## config.mk

```make
export PLATFORM = sky130hd
export DESIGN_NAME = periodic_task_release_scheduler_flat
export DESIGN_NICKNAME = d
export VERILOG_FILES = /design/src/hdl/ptrs_pkg.sv /design/src/hdl/ptrs_if.sv /design/src/hdl/periodic_task_release_scheduler.sv /design/src/hdl/ptrs_dp.sv /design/src/hdl/ptrs_ctrl.sv /design/src/flat_wrapper.sv
export SDC_FILE = /design/constraint.sdc
export NUM_CORES = 1
export LEC_CHECK = 0
export BUFFER_PORTS_ARGS = -buffer_cell sky130_fd_sc_hd__buf_2
export CELL_PAD_IN_SITES_DETAIL_PLACEMENT = 2
export CELL_PAD_IN_SITES_GLOBAL_PLACEMENT = 2
export CORE_MARGIN = 3
export CORE_UTILIZATION = 43
export CTS_CLUSTER_DIAMETER = 30
export DETAILED_ROUTE_END_ITERATION = 8
export PLACE_DENSITY_LB_ADDON = 0.1
export SLEW_MARGIN = 40
export SYNTH_ARGS = -nofsm -noshare
export SYNTH_HDL_FRONTEND = slang
export SYNTH_HIERARCHICAL = 1
export SYNTH_SLANG_ARGS = --single-unit
```

## constraint.sdc

```tcl
create_clock -name clk_i -period 3.4 [get_ports clk_i]
set_input_delay 0.85 -clock clk_i [delete_from_list [all_inputs] [get_ports clk_i]]
set_output_delay 0.85 -clock clk_i [all_outputs]
set_load 0.05 [all_outputs]
```

## src/hdl/ptrs_pkg.sv

```systemverilog
// Shared constants and control types for the periodic task release scheduler.
package ptrs_pkg;

  // Field widths of the request and response words
  localparam int unsigned IdxInW     = 8;
  localparam int unsigned TimeW      = 16;
  localparam int unsigned MaskW      = 8;

  // Default slot count of the task table
  localparam int unsigned NumTasksDef = 8;

  // Commands from the sequencer to the datapath
  typedef struct packed {
    logic capture;   // latch the accepted request word
    logic create;    // perform the create on the latched request
    logic mask_clr;  // clear the due mask before a slot walk
    logic rd_en;     // read one slot from the table
    logic wb_en;     // update the slot read in the previous cycle
    logic load_out;  // move the result into the response register
  } cmd_t;

  // Status from the datapath to the sequencer
  typedef struct packed {
    logic is_create; // latched request is a create
  } stat_t;

endpackage

```

## src/hdl/ptrs_if.sv

```systemverilog
// Valid/ready channel interfaces for request and response words.
interface ptrs_req_if;
  logic                          valid;
  logic                          ready;
  logic                          req_type;
  logic [ptrs_pkg::IdxInW-1:0]   task_index;
  logic [ptrs_pkg::TimeW-1:0]    period;
  logic [ptrs_pkg::TimeW-1:0]    first_delay;
  logic                          has_handler;

  modport source (
    output valid, req_type, task_index, period, first_delay, has_handler,
    input  ready
  );
  modport sink (
    input  valid, req_type, task_index, period, first_delay, has_handler,
    output ready
  );
endinterface

interface ptrs_rsp_if;
  logic                          valid;
  logic                          ready;
  logic                          is_create_ack;
  logic                          status;
  logic [ptrs_pkg::MaskW-1:0]    due_mask;

  modport source (
    output valid, is_create_ack, status, due_mask,
    input  ready
  );
  modport sink (
    input  valid, is_create_ack, status, due_mask,
    output ready
  );
endinterface

```

## src/hdl/periodic_task_release_scheduler.sv

```systemverilog
// Top level of the periodic task release scheduler.
//
// Request channel (req_if): one word per item. req_type 1 creates or
// replaces task slot task_index with first_delay and period; it answers
// status 1 if the slot is out of range or has_handler is 0. req_type 0 is
// one scheduler tick.
// Response channel (rsp_if): exactly one word per request. A tick answers
// due_mask with bit i set for each slot i below MaskW released on that tick.
// A create passes from accept through the dispatch and finish states to
// response valid. A tick walks the table one slot per cycle through the read
// port of the slot memories; that walk sets the rate.
// Requests are handled one at a time; the next request is accepted as soon
// as the previous result sits in the response register.
// Reset clears all valid marks, so no slot fires until it is created.
// When the receiver stalls, the response word holds; a finished result
// waits in the sequencer until the response register frees up.
module periodic_task_release_scheduler #(
  parameter int unsigned NumTasks = ptrs_pkg::NumTasksDef
) (
  input  logic        clk_i,
  input  logic        rst_ni,
  ptrs_req_if.sink    req_if,
  ptrs_rsp_if.source  rsp_if
);

  localparam int unsigned IdxW = (NumTasks > 1) ? $clog2(NumTasks) : 1;

  ptrs_pkg::cmd_t   cmd;
  ptrs_pkg::stat_t  stat;
  logic [IdxW-1:0]  rd_addr;
  logic [IdxW-1:0]  wb_addr;

  // sequencer
  ptrs_ctrl #(
    .NumTasks (NumTasks),
    .IdxW     (IdxW)
  ) u_ctrl (
    .clk_i       (clk_i),
    .rst_ni      (rst_ni),
    .in_valid_i  (req_if.valid),
    .in_ready_o  (req_if.ready),
    .out_valid_o (rsp_if.valid),
    .out_ready_i (rsp_if.ready),
    .stat_i      (stat),
    .cmd_o       (cmd),
    .rd_addr_o   (rd_addr),
    .wb_addr_o   (wb_addr)
  );

  // datapath
  ptrs_dp #(
    .NumTasks (NumTasks),
    .IdxW     (IdxW)
  ) u_dp (
    .clk_i           (clk_i),
    .rst_ni          (rst_ni),
    .cmd_i           (cmd),
    .rd_addr_i       (rd_addr),
    .wb_addr_i       (wb_addr),
    .stat_o          (stat),
    .req_type_i      (req_if.req_type),
    .task_index_i    (req_if.task_index),
    .period_i        (req_if.period),
    .first_delay_i   (req_if.first_delay),
    .has_handler_i   (req_if.has_handler),
    .is_create_ack_o (rsp_if.is_create_ack),
    .status_o        (rsp_if.status),
    .due_mask_o      (rsp_if.due_mask)
  );

endmodule

```

## src/hdl/ptrs_dp.sv

```systemverilog
// Datapath: request latch, slot table memories, due mask and response register.
module ptrs_dp #(
  parameter int unsigned NumTasks = ptrs_pkg::NumTasksDef,
  parameter int unsigned IdxW     = (NumTasks > 1) ? $clog2(NumTasks) : 1
) (
  input  logic                         clk_i,
  input  logic                         rst_ni,
  input  ptrs_pkg::cmd_t               cmd_i,
  input  logic [IdxW-1:0]              rd_addr_i,
  input  logic [IdxW-1:0]              wb_addr_i,
  output ptrs_pkg::stat_t              stat_o,
  // request payload
  input  logic                         req_type_i,
  input  logic [ptrs_pkg::IdxInW-1:0]  task_index_i,
  input  logic [ptrs_pkg::TimeW-1:0]   period_i,
  input  logic [ptrs_pkg::TimeW-1:0]   first_delay_i,
  input  logic                         has_handler_i,
  // response payload
  output logic                         is_create_ack_o,
  output logic                         status_o,
  output logic [ptrs_pkg::MaskW-1:0]   due_mask_o
);

  // latched request word
  logic                         req_type_q;
  logic [ptrs_pkg::IdxInW-1:0]  task_index_q;
  logic [ptrs_pkg::TimeW-1:0]   period_q;
  logic [ptrs_pkg::TimeW-1:0]   first_delay_q;
  logic                         has_handler_q;

  // slot table
  logic [NumTasks-1:0]          valid_q;
  logic [ptrs_pkg::TimeW-1:0]   cd_mem  [NumTasks];
  logic [ptrs_pkg::TimeW-1:0]   per_mem [NumTasks];
  logic [ptrs_pkg::TimeW-1:0]   cd_rd_q;
  logic [ptrs_pkg::TimeW-1:0]   per_rd_q;

  // walk and result state
  logic                         create_ok;
  logic                         err_q;
  logic                         slot_live;
  logic                         slot_due;
  logic [ptrs_pkg::TimeW-1:0]   cd_next;
  logic [ptrs_pkg::MaskW-1:0]   mask_d, mask_q;
  logic [IdxW-1:0]              create_addr;

  // request latch
  always_ff @(posedge clk_i) begin
    if (cmd_i.capture) begin
      req_type_q    <= req_type_i;
      task_index_q  <= task_index_i;
      period_q      <= period_i;
      first_delay_q <= first_delay_i;
      has_handler_q <= has_handler_i;
    end
  end

  assign stat_o.is_create = req_type_q;

  // create checks: slot in range and handler present
  assign create_ok   = has_handler_q &&
                       (task_index_q < ptrs_pkg::IdxInW'(NumTasks));
  assign create_addr = task_index_q[IdxW-1:0];

  // slot update during the walk
  assign slot_live = valid_q[wb_addr_i];
  assign slot_due  = slot_live && (cd_rd_q == '0);
  assign cd_next   = (cd_rd_q == '0) ? (per_rd_q - ptrs_pkg::TimeW'(1))
                                     : (cd_rd_q - ptrs_pkg::TimeW'(1));

  // valid marks, cleared at reset
  always_ff @(posedge clk_i or negedge rst_ni) begin
    if (!rst_ni) begin
      valid_q <= '0;
    end else if (cmd_i.create && create_ok) begin
      valid_q[create_addr] <= 1'b1;
    end
  end

  // countdown memory: create write or walk write-back
  always_ff @(posedge clk_i) begin
    if (cmd_i.create && create_ok) begin
      cd_mem[create_addr] <= first_delay_q;
    end else if (cmd_i.wb_en && slot_live) begin
      cd_mem[wb_addr_i] <= cd_next;
    end
  end

  // period memory
  always_ff @(posedge clk_i) begin
    if (cmd_i.create && create_ok) begin
      per_mem[create_addr] <= period_q;
    end
  end

  // registered read port of both memories
  always_ff @(posedge clk_i) begin
    if (cmd_i.rd_en) begin
      cd_rd_q  <= cd_mem[rd_addr_i];
      per_rd_q <= per_mem[rd_addr_i];
    end
  end

  // due mask accumulation; slots past the mask width are not reported
  always_comb begin
    mask_d = mask_q;
    if (cmd_i.mask_clr) begin
      mask_d = '0;
    end else if (cmd_i.wb_en && slot_due) begin
      for (int b = 0; b < ptrs_pkg::MaskW; b++) begin
        if (b < NumTasks) begin
          if (wb_addr_i == IdxW'(b)) begin
            mask_d[b] = 1'b1;
          end
        end
      end
    end
  end

  always_ff @(posedge clk_i) begin
    mask_q <= mask_d;
    if (cmd_i.create) begin
      err_q <= ~create_ok;
    end
  end

  // response register
  always_ff @(posedge clk_i) begin
    if (cmd_i.load_out) begin
      is_create_ack_o <= req_type_q;
      status_o        <= req_type_q & err_q;
      due_mask_o      <= req_type_q ? '0 : mask_q;
    end
  end

endmodule

```

## src/hdl/ptrs_ctrl.sv

```systemverilog
// Sequencer: handshakes, create dispatch and the one-slot-per-cycle table walk.
module ptrs_ctrl #(
  parameter int unsigned NumTasks = ptrs_pkg::NumTasksDef,
  parameter int unsigned IdxW     = (NumTasks > 1) ? $clog2(NumTasks) : 1
) (
  input  logic             clk_i,
  input  logic             rst_ni,
  input  logic             in_valid_i,
  output logic             in_ready_o,
  output logic             out_valid_o,
  input  logic             out_ready_i,
  input  ptrs_pkg::stat_t  stat_i,
  output ptrs_pkg::cmd_t   cmd_o,
  output logic [IdxW-1:0]  rd_addr_o,
  output logic [IdxW-1:0]  wb_addr_o
);

  localparam int unsigned CntW = $clog2(NumTasks + 1);

  typedef enum logic [1:0] {
    S_IDLE,
    S_DISPATCH,
    S_WALK,
    S_FINISH
  } state_e;

  state_e           state_q;
  logic [CntW-1:0]  rd_cnt_q;
  logic             wb_vld_q;
  logic [IdxW-1:0]  wb_addr_q;
  logic             out_valid_q;
  logic             rd_more;
  logic             out_free;

  assign rd_more   = (rd_cnt_q < CntW'(NumTasks));
  assign out_free  = !out_valid_q || out_ready_i;
  assign rd_addr_o = rd_cnt_q[IdxW-1:0];
  assign wb_addr_o = wb_addr_q;

  assign in_ready_o  = (state_q == S_IDLE);
  assign out_valid_o = out_valid_q;

  // command decode
  always_comb begin
    cmd_o          = '0;
    cmd_o.capture  = (state_q == S_IDLE) && in_valid_i;
    cmd_o.create   = (state_q == S_DISPATCH) && stat_i.is_create;
    cmd_o.mask_clr = (state_q == S_DISPATCH) && !stat_i.is_create;
    cmd_o.rd_en    = (state_q == S_WALK) && rd_more;
    cmd_o.wb_en    = (state_q == S_WALK) && wb_vld_q;
    cmd_o.load_out = (state_q == S_FINISH) && out_free;
  end

  // state, walk counters and response valid
  always_ff @(posedge clk_i or negedge rst_ni) begin
    if (!rst_ni) begin
      state_q     <= S_IDLE;
      rd_cnt_q    <= '0;
      wb_vld_q    <= 1'b0;
      wb_addr_q   <= '0;
      out_valid_q <= 1'b0;
    end else begin
      // response valid: set on load, cleared when the word is taken
      if ((state_q == S_FINISH) && out_free) begin
        out_valid_q <= 1'b1;
      end else if (out_valid_q && out_ready_i) begin
        out_valid_q <= 1'b0;
      end
      unique case (state_q)
        S_IDLE: begin
          if (in_valid_i) begin
            state_q <= S_DISPATCH;
          end
        end
        S_DISPATCH: begin
          rd_cnt_q <= '0;
          wb_vld_q <= 1'b0;
          state_q  <= stat_i.is_create ? S_FINISH : S_WALK;
        end
        S_WALK: begin
          wb_vld_q  <= rd_more;
          wb_addr_q <= rd_cnt_q[IdxW-1:0];
          if (rd_more) begin
            rd_cnt_q <= rd_cnt_q + CntW'(1);
          end else if (!wb_vld_q) begin
            state_q <= S_FINISH;
          end
        end
        S_FINISH: begin
          if (out_free) begin
            state_q <= S_IDLE;
          end
        end
        default: state_q <= S_IDLE;
      endcase
    end
  end

endmodule
```

## src/flat_wrapper.sv

```systemverilog
// flat-port wrapper written by rule: the top's interface ports become plain ports
module periodic_task_release_scheduler_flat 
#(
  parameter int unsigned NumTasks = ptrs_pkg::NumTasksDef
)
  (clk_i, rst_ni, req_if_valid, req_if_req_type, req_if_task_index, req_if_period, req_if_first_delay, req_if_has_handler, req_if_ready, rsp_if_valid, rsp_if_is_create_ack, rsp_if_status, rsp_if_due_mask, rsp_if_ready);
  ptrs_req_if req_if_i ();
  ptrs_rsp_if rsp_if_i ();
  input  logic clk_i;
  input  logic rst_ni;
  input wire logic [$bits(req_if_i.valid)-1:0] req_if_valid;
  input wire logic [$bits(req_if_i.req_type)-1:0] req_if_req_type;
  input wire logic [$bits(req_if_i.task_index)-1:0] req_if_task_index;
  input wire logic [$bits(req_if_i.period)-1:0] req_if_period;
  input wire logic [$bits(req_if_i.first_delay)-1:0] req_if_first_delay;
  input wire logic [$bits(req_if_i.has_handler)-1:0] req_if_has_handler;
  output wire logic [$bits(req_if_i.ready)-1:0] req_if_ready;
  output wire logic [$bits(rsp_if_i.valid)-1:0] rsp_if_valid;
  output wire logic [$bits(rsp_if_i.is_create_ack)-1:0] rsp_if_is_create_ack;
  output wire logic [$bits(rsp_if_i.status)-1:0] rsp_if_status;
  output wire logic [$bits(rsp_if_i.due_mask)-1:0] rsp_if_due_mask;
  input wire logic [$bits(rsp_if_i.ready)-1:0] rsp_if_ready;
  assign req_if_i.valid = req_if_valid;
  assign req_if_i.req_type = req_if_req_type;
  assign req_if_i.task_index = req_if_task_index;
  assign req_if_i.period = req_if_period;
  assign req_if_i.first_delay = req_if_first_delay;
  assign req_if_i.has_handler = req_if_has_handler;
  assign req_if_ready = req_if_i.ready;
  assign rsp_if_valid = rsp_if_i.valid;
  assign rsp_if_is_create_ack = rsp_if_i.is_create_ack;
  assign rsp_if_status = rsp_if_i.status;
  assign rsp_if_due_mask = rsp_if_i.due_mask;
  assign rsp_if_i.ready = rsp_if_ready;
  periodic_task_release_scheduler #(.NumTasks(NumTasks)) u_core (.clk_i(clk_i), .rst_ni(rst_ni), .req_if(req_if_i), .rsp_if(rsp_if_i));
endmodule
```

# --- Yosys cells after proc, flatten, opt, wreduce, memory -nomap -nowiden ---
# Memory sizes are Yosys's and may differ from the RTL's. A register that Yosys moved wholly into a read port is not among the register bits.
# Index checks and enable logic that the tools add are counted.
word_totals:
  ff_bits: 80
  ram_bits: 256
  in_bits: 46
  output_inout_bits: 12
  wordCells: 107
  n_memories: 2
classes:
  n_addsub: 3
  n_lt_le_gt_ge: 5
  n_eq_ne: 15
  muxes: 24
  n_bitwise: 3
  n_reduce_logical: 32
mem_list:
  columns: ["memory", "words", "word_bits", "read_ports", "rd_clocked_by_memory_dff", "write_ports", "line_no", "rtl"]
  rows:
  - ["u_core.u_dp.cd_mem", 8, 16, 1, 1, 1, "ptrs_dp.sv:33", "logic [ptrs_pkg::TimeW-1:0] cd_mem [NumTasks];"]
  - ["u_core.u_dp.per_mem", 8, 16, 1, 1, 1, "ptrs_dp.sv:34", "logic [ptrs_pkg::TimeW-1:0] per_mem [NumTasks];"]
ops:
  columns: ["op", "n"]
  rows:
  - ["$mux 16", 2]
  - ["$sub 16x1->16 const B", 2]
  - ["$reduce_and 2->1", 9]
  - ["$logic_not 16->1", 1]
  - ["$reduce_or 16->1", 1]
  - ["$logic_and 1x1->1", 13]
  - ["$eq 3x3->1 const B", 4]
  - ["$mux 1", 11]
  - ["$ne 2x2->1 const B", 5]
  - ["$lt 3x4->1 const B", 2]
  - ["$lt 8x4->1 const B", 1]
  - ["$mux 2", 4]
  - ["$or 8x8->8", 1]
  - ["$pmux 2 s4", 1]
  - ["$pmux 4 s2", 1]
  - ["$eq 3x2->1 const B", 2]
  - ["$add 4x1->4 const B", 1]
  - ["$eq 2x2->1 const B", 2]
  - ["$lt 4x4->1 const B", 1]
  - ["$mux 4", 1]
  - ["$reduce_and 4->1", 1]
  - ["$reduce_bool 2->1", 2]
  - ["$bmux 1 s3", 1]
  - ["$demux 1 s3", 1]
  - ["other kinds (11)", 12]

# --- Depth between registers and ports, before layout ---
# Gate-level depths: netlist of the first run.
logic_depth:
  ltp_word: 8
  mapped_depth: 10
  depth_no_buf: 10

# --- Hierarchy ---
# The synthesis of the first run kept the hierarchy.
by_module_without_submodules:
  columns: ["module", "instances", "cells_per_inst", "area_each_um2", "seq_area_each_um2"]
  rows:
  - ["ptrs_dp", 1, 690, 13855.8, 10600.2]
  - ["ptrs_ctrl", 1, 57, 623.1, 275.3]

# --- Worst setup path before layout of the first run ---
# OpenSTA, ideal clock, no wires.
synth_timing:
  path_kind: "register -> register"
  start: "register u_core.u_ctrl.state_q[1]"
  end: "memory u_core/u_dp/per_mem[4][0] (netlist name) (enable)"
  setup_time_ps: 438
  arrival_time_ps: 2890
  t_required_ps: 2962
  setup_slack_ps: 72
  stages_incl_launch_ff: 6
  n_path_buf: 0
  period_less_slack_ps: 3328
  cell_sequence: "dfrtp_1 -> inv_1 -> ha_1 -> and2_1 -> nand4_1 -> nor4b_1"
synth_lines:
  columns: ["element", "line_no", "rtl"]
  rows:
  - ["start, declared", "ptrs_ctrl.sv:27", "state_e state_q;"]
  - ["start signal, assigned", "ptrs_ctrl.sv:78", "state_q <= stat_i.is_create ? S_FINISH : S_WALK;"]
  - ["end, declared", "ptrs_dp.sv:34", null]

# --- Worst setup path after layout of the first run ---
layout_timing:
  start: "register u_core/u_dp/cd_rd_q[4] (netlist name), read port of u_core.u_dp.cd_mem"
  end: "memory u_core/u_dp/cd_mem[2][12] (netlist name) (data pin)"
layout_via:
  elab_chain_len: 3
  elab_cells_between_ends: 4
  cone_classes: "add/sub: 1; mux: 2; reduce/logical: 1"
layout_rtl:
  columns: ["element", "line_no", "rtl"]
  rows:
  - ["start, declared", "ptrs_dp.sv:35", "logic [ptrs_pkg::TimeW-1:0] cd_rd_q;"]
  - ["$sub 16x1->16 / $logic_not 16->1 (equally long branches)", "ptrs_dp.sv:69, ptrs_dp.sv:68", null]
  - ["$mux 16 *", "ptrs_dp.sv:68", "assign cd_next = (cd_rd_q == '0) ? (per_rd_q - ptrs_pkg::TimeW'(1))"]
  - ["$mux 16 (no source line) *", null, null]
  - ["end, declared", "ptrs_dp.sv:33", null]
# Mark *: on every way between the ends. The rest lies on a longest branch, timed or not.

==> results of run 1 <==
power breakdown:
| group | internal (uW) | switching (uW) | leakage [uW] | total (uW) |
|---|---|---|---|---|
| Sequential | 5580 | 455 | 0.00340 | 6030 |
| Clock | 4800 | 2340 | 0.00121 | 7140 |
| Combinational | 1180 | 1570 | 0.00154 | 2750 |
worst reg2reg max path, cell delays in order, from the launching register on:
cell and delay (ps):
edfxtp_1 450, nor3_1 130, nand4_1 160, nor2_2 100, a21oi_1 210, ha_1 270
nor4b_2 400, nand2_1 130, a31oi_1 410, a211o_1 240, nand3_1 280
final timing paths:
check,from,to,cells past startpoint
max in group asynchronous,rst_ni,u_core/u_ctrl/rd_cnt_q[0]$_DFFE_PN0P_,1
worst max-delay path,u_core/u_dp/cd_rd_q[4]$_DFFE_PP_,u_core/u_dp/cd_mem[2][12]$_DFFE_PP_,10
worst max register to register,u_core/u_dp/cd_rd_q[4]$_DFFE_PP_,u_core/u_dp/cd_mem[2][12]$_DFFE_PP_,10
min in group clk_i,req_if_period[11],u_core/u_dp/period_q[11]$_DFFE_PP_,1
worst min register to register,u_core/u_dp/valid_q[1]$_DFFE_PN0N_,u_core/u_dp/valid_q[1]$_DFFE_PN0N_,1
worst min-delay path,rst_ni,u_core/u_ctrl/wb_vld_q$_DFFE_PN0P_,1
layout by cell type, fill, tap and decap left out, types with 5 or more instances in the layout:
cell type / count
nand4_1: 5
nand2_1: 20
nor2b_1: 11
or3_1: 6
edfxtp_1: 341
o21ai_1: 5
or2_2: 10
nor3_1: 13
buf_2: 57
clkbuf_16: 79
clkinv_1: 10
a31oi_1: 18
buf_4: 36
o21ai_0: 7
a21oi_1: 12
clkbuf_1: 10
ha_1: 6
nand3_1: 5
mux2_2: 38
clkinvlp_4: 9
nand2b_1: 7
inv_1: 5
bufinv_16: 6
clkbuf_8: 6
inv_6: 5
nor2_1: 28
and3_1: 5
clkinv_2: 13
and2_1: 8
dfxtp_1: 8
dfrtp_1: 17
mux4_2: 66
state kept, by name (all words and copies together), names as in the netlist, 8 cells and up:
signal	flops
u_core/u_dp/cd_rd_q	16
u_core/u_dp/task_index_q	8
u_core/u_dp/due_mask_o	8
u_core/u_dp/per_mem	128
u_core/u_dp/period_q	16
u_core/u_dp/first_delay_q	16
u_core/u_dp/valid_q	8
u_core/u_dp/per_rd_q	16
u_core/u_dp/cd_mem	128
u_core/u_dp/mask_q	8
kinds of logic (layout without fill, tap and decap cells):
logic type	Yosys count	count (layout)	synth area share (%)
AO/OA/AOI/OAI	77	77	3.61
XOR/XNOR	6	6	0.363
adder cells (fa/ha/maj)	6	6	0.518
buffers and inverters	38	239	1.29
flip-flops	368	368	75.1
multiplexers	109	109	13.6
AND/OR/NAND/NOR	143	143	5.46
what timing repair did:
| action | in CTS | in global routing |
|---|---|---|
| setup endpoints to repair | 17 | 16 |
| resized for setup | 1 | 6 |
| pin swaps | 0 | 1 |
| setup buffers | 0 | 0 |
metrics by stage:
stage | utilization (%) | hold slack (ps) | area [sq um] | worst slack, ps
detailed placement | 47.2 | 462 | 15500 | 178
global route | 54.9 | 245 | 18000 | 29.3
floorplan | - | 429 | 14500 | 72.2
CTS | 54.8 | 234 | 18000 | 43.7
finish | 54.9 | 240 | 18000 | 264
global placement | 47.1 | 453 | 15500 | 402
cell type report:
type                    count  area share (%)
multi-input cells         341            19.3
clock inverters            44            2.27
clock buffers              95            11.6
well taps                 442            3.06
inverters                   5           0.104
flip-flops and latches    368            60.3
repair buffers             95            3.30
layer usage:
| metal | routed length, microns | part of all wire, % | vias to the layer above |
|---|---|---|---|
| met2 | 20000 | 52 | 209 |
| li1 | - | - | 3359 |
| met4 | 900 | 2.3 | 0 |
| met3 | 1440 | 3.7 | 64 |
| met5 | 0 | 0 | - |
| met1 | 16400 | 42 | 4158 |
==> impl_metrics.ini, run 1 <==
[placed_design]
numPortBuffers = 57
hpwl_microns = 23400
place_congestion = 0.857
placedCellCount = 1251

[global_routing]
track_usage_pct = 22.3
grt_pass1_vias = 9038
grt-busiest-layer = met2
grt_pass1_wl_microns = 59000
grt_max_degree = 70
grtUsageMet2_pct = 37.8
use_met3_pct = 4.09
overflow = 0
grt_use_met1_pct = 29.3
grt_antenna_before_repair = 0

[cts]
cts_tree = done
cts_buffers = 76
h-tree-depth = 3
clkLatencyLatePin_ps = 560
clkSinkCount = 368
root_buffer = clkbuf_16
cts_hold_repair.buffers = 0
cts_buffer_depth = 3
path_clk_slew_ps = 40

[routing]
drt_iter0_markers = 564
drtPass1Iterations = 5
drc = 0
vias = 7790
drtAntennaViolNets = 0
routed_wl_microns = 38800
wl_per_cell_microns = 27.9
avgViaCountPerCell = 5.60

[timing]
worstMarginPinSlew_ps = 760
hold_viol = 0
final_max_slew_viol_count = 0
setup_viol = 0
finalCriticalPeriod_ps = 3140
clock.fmax_ghz = 0.319
fin_skew_ps = 16.5
fin_setup_tns_ps = 0
rsz0062_at_grt = no
max-slew-margin-rel_pct = 49.1
fin_crit_sh_pct = 92.2

[logic_synthesis]
ys_ff_latch = 368
synth_common_cells = edfxtp_1, mux4_2, mux2_2
synth_area_per_cell_sq_um = 19.4
yosys.area.top_type = edfxtp_1
async_flop_share_pct = 5.16
ys_warn_count = 6
synthCells = 747
synth_edf_count = 341
synth.most_common_cell = edfxtp_1
netlist_area_sq_mm = 0.0145
synth_cell_types = 63
synth_nets = 799
synth_flop_cell = edfxtp_1
synth_top_area_share_pct = 70.7
synth-seq-area-share_pct = 75.1
synth_area_leaders = edfxtp_1, mux4_2, dfrtp_1, mux2_2, dfxtp_1

[floorplanning]
core-area_sq_mm = 0.0329
io_pins = 58
die_area_sq_mm = 0.0359
die_y_microns = 190
rows = 66
fp.dieW_microns = 190
start_util_pct = 44.1

[finish]
n_antenna_cell = 0
drive_above_1_share_pct = 37.3
num-nets-final = 939
areaGrowthSynthToFinish_pct = 24.6
final_cell_count_no_fill = 1390
seq_area_sq_mm = 0.0109
nFillCells = 2852
multi_input_area_sq_mm = 0.00349

[critical_path]
cp_cell_sequence = nor3_1 -> nand4_1 -> nor2_2 -> a21oi_1 -> ha_1 -> nor4b_2 -> nand2_1 -> a31oi_1 -> a211o_1 -> nand3_1
cp-start-kind = flop
cp_slowest_cell = edfxtp_1
worstPathArrival_ps = 3340
required_ps = 3600
reg2reg_slack_ps = 260
crit_type = reg -> reg
crit_family = simple AND/OR/NAND/NOR gates
cpPeakStageDelay_ps = 450
path_max_fanout = 8
path_buf_inv = 0
end_kind = flop

[flow_run]
cap_viol_max_count = 0

[power]
fin_total_pwr_uw = 15900
peakVddDrop_uv = 412
cellLeakagePower_uw = 0.00615
p_per_area_mw_per_mm2 = 882

[run_status]
status = finished, final reports clean

[worst_hold_path]
holdCritPathClass = in -> async
No activity file was read; power rests on OpenSTA's default activity.
==> run 2, diff against run 1 <==
--- a/config.mk
+++ b/config.mk
@@ -9,10 +9,10 @@
 export CELL_PAD_IN_SITES_DETAIL_PLACEMENT = 2
 export CELL_PAD_IN_SITES_GLOBAL_PLACEMENT = 2
 export CORE_MARGIN = 3
-export CORE_UTILIZATION = 43
+export CORE_UTILIZATION = 41
 export CTS_CLUSTER_DIAMETER = 30
 export DETAILED_ROUTE_END_ITERATION = 8
-export PLACE_DENSITY_LB_ADDON = 0.1
+export PLACE_DENSITY = 0.77
 export SLEW_MARGIN = 40
 export SYNTH_ARGS = -nofsm -noshare
 export SYNTH_HDL_FRONTEND = slang
==> impl_metrics.ini, run 2 (synthesized netlist as in run 1, its figures left out) <==
[timing]
rsz0062_at_grt = no
max-slew-margin-rel_pct = 48.5
fin_setup_tns_ps = 0
worstMarginPinSlew_ps = 772
fin_ws_ps = 183
hold_slack_ps = 228
final_max_slew_viol_count = 0
fin_crit_sh_pct = 94.6
finalCriticalPeriod_ps = 3220
hold_viol = 0
fin_skew_ps = 27.1
setup_viol = 0
clock.fmax_ghz = 0.311

[cts]
cts_buffers = 79
cts_buffer_depth = 3
clkSinkCount = 368
cts_tree = done
clkLatencyLatePin_ps = 580
h-tree-depth = 3
root_buffer = clkbuf_16
path_clk_slew_ps = 50
post_cts_buffers = 0

[finish]
num-nets-final = 944
final_cell_count_no_fill = 1411
drive_above_1_share_pct = 37.2
final_area_sq_mm = 0.0181
largestRegisters = u_core/u_dp/cd_mem: 128 flops, u_core/u_dp/per_mem: 128 flops
layout_common_cells = edfxtp_1, clkbuf_16, mux4_2, buf_2
n_antenna_cell = 0
final_common_cell = edfxtp_1
areaGrowthSynthToFinish_pct = 25.3

[flow_run]
cap_viol_max_count = 0

[placed_design]
numPortBuffers = 57
hpwl_microns = 23600
post-place-ws_ps = 241
dpl_cell_area_sq_mm = 0.0155
place_congestion = 0.902
placedCellCount = 1266

[global_routing]
grt_use_met1_pct = 27.9
grt-busiest-layer = met2
grt_max_degree = 37
overflow = 0
use_met3_pct = 4.83
grt_pass1_wl_microns = 61300
grt_pass1_vias = 9105
grt_antenna_before_repair = 0
grtUsageMet2_pct = 36.9
track_usage_pct = 21.9

[critical_path]
cp-startpoint = u_core/u_dp/cd_rd_q[4]$_DFFE_PP_
path_buf_inv = 1
path_max_fanout = 8
cp-start-kind = flop
cp-endpoint = u_core/u_dp/cd_mem[7][6]$_DFFE_PP_
cp_num_cells = 11
r2r-end = u_core/u_dp/cd_mem[7][6]$_DFFE_PP_
cp_cell_sequence = nor3_1 -> nand4_1 -> nor2_1 -> a21oi_1 -> ha_1 -> nor4b_1 -> buf_4 -> nand2b_1 -> nor3_1 -> a2111oi_2 -> o21ai_2
cp_slowest_cell = edfxtp_1
worstPathArrival_ps = 3500
reg2reg_slack_ps = 180
reg2reg_from = u_core/u_dp/cd_rd_q[4]$_DFFE_PP_
path_common_cell = nor3_1
crit_type = reg -> reg
end_kind = flop
cpPeakStageDelay_ps = 460
ff2ff_path_depth = 11
required_ps = 3680
crit_family = simple AND/OR/NAND/NOR gates

[power]
peakVddDrop_uv = 493
p_per_area_mw_per_mm2 = 895
cellLeakagePower_uw = 0.00622

[floorplanning]
die_y_microns = 194
fp.dieW_microns = 194
core-area_sq_mm = 0.0347
start_util_pct = 41.7
io_pins = 58
rows = 68
die_area_sq_mm = 0.0376

[routing]
drtAntennaViolNets = 0
drtPass1Iterations = 5
wl_per_cell_microns = 28.8
drc = 0
drt_iter0_markers = 622
avgViaCountPerCell = 5.60
routed_wl_microns = 40700
vias = 7908

[worst_hold_path]
holdCritPathClass = in -> async

[run_status]
status = finished, final reports clean
[run 2: layer usage]
metal	part of all wire, %	wire [microns]
met5	0	0
met4	3.3	1350
met3	4.8	1940
met2	52	21000
met1	40	16400
[run 2: power breakdown]
group / internal, uW / leakage (uW) / switching [uW]
Sequential: 5580 / 0.00340 / 489
Combinational: 1190 / 0.00155 / 1620
Clock: 4920 / 0.00127 / 2440
[run 2: per-stage QoR]
step,utilization [%],total power [uW]
after floorplan,-,7820
after detailed placement,44.7,8820
after global routing,52.3,16900
final,52.3,16200
after CTS,52.1,16400
after global placement,44.7,8700
[run 2: worst min path at each step]
stage / startpoint / to / slack [ps] / cells after the start
finish: rst_ni / u_core/u_dp/valid_q[0]$_DFFE_PN0N_ / 230 / 1
CTS: rst_ni / u_core/u_dp/valid_q[7]$_DFFE_PN0N_ / 220 / 1
detailed placement: u_core/u_dp/valid_q[0]$_DFFE_PN0N_ / u_core/u_dp/valid_q[0]$_DFFE_PN0N_ / 450 / 1
global placement: u_core/u_dp/valid_q[4]$_DFFE_PN0N_ / u_core/u_dp/valid_q[4]$_DFFE_PN0N_ / 450 / 1
floorplan: u_core/u_dp/mask_q[0]$_SDFFE_PP0P_ / u_core/u_dp/mask_q[0]$_SDFFE_PP0P_ / 430 / 2
global route: rst_ni / u_core/u_ctrl/wb_vld_q$_DFFE_PN0P_ / 230 / 1
[run 2: cell type report]
type	instances	area [sq um]
fill	3044	16600
sequential	368	10900
multi-input combinational	341	3490
clock buffer	94	2060
timing repair buffer	97	611
tap	455	569
clock inverter	51	509
inverter	5	18.8
[run 2: timing repair]
action	4_1_cts	5_1_grt
resized for setup	1	6
hold buffers	0	0
setup endpoints to repair	16	24
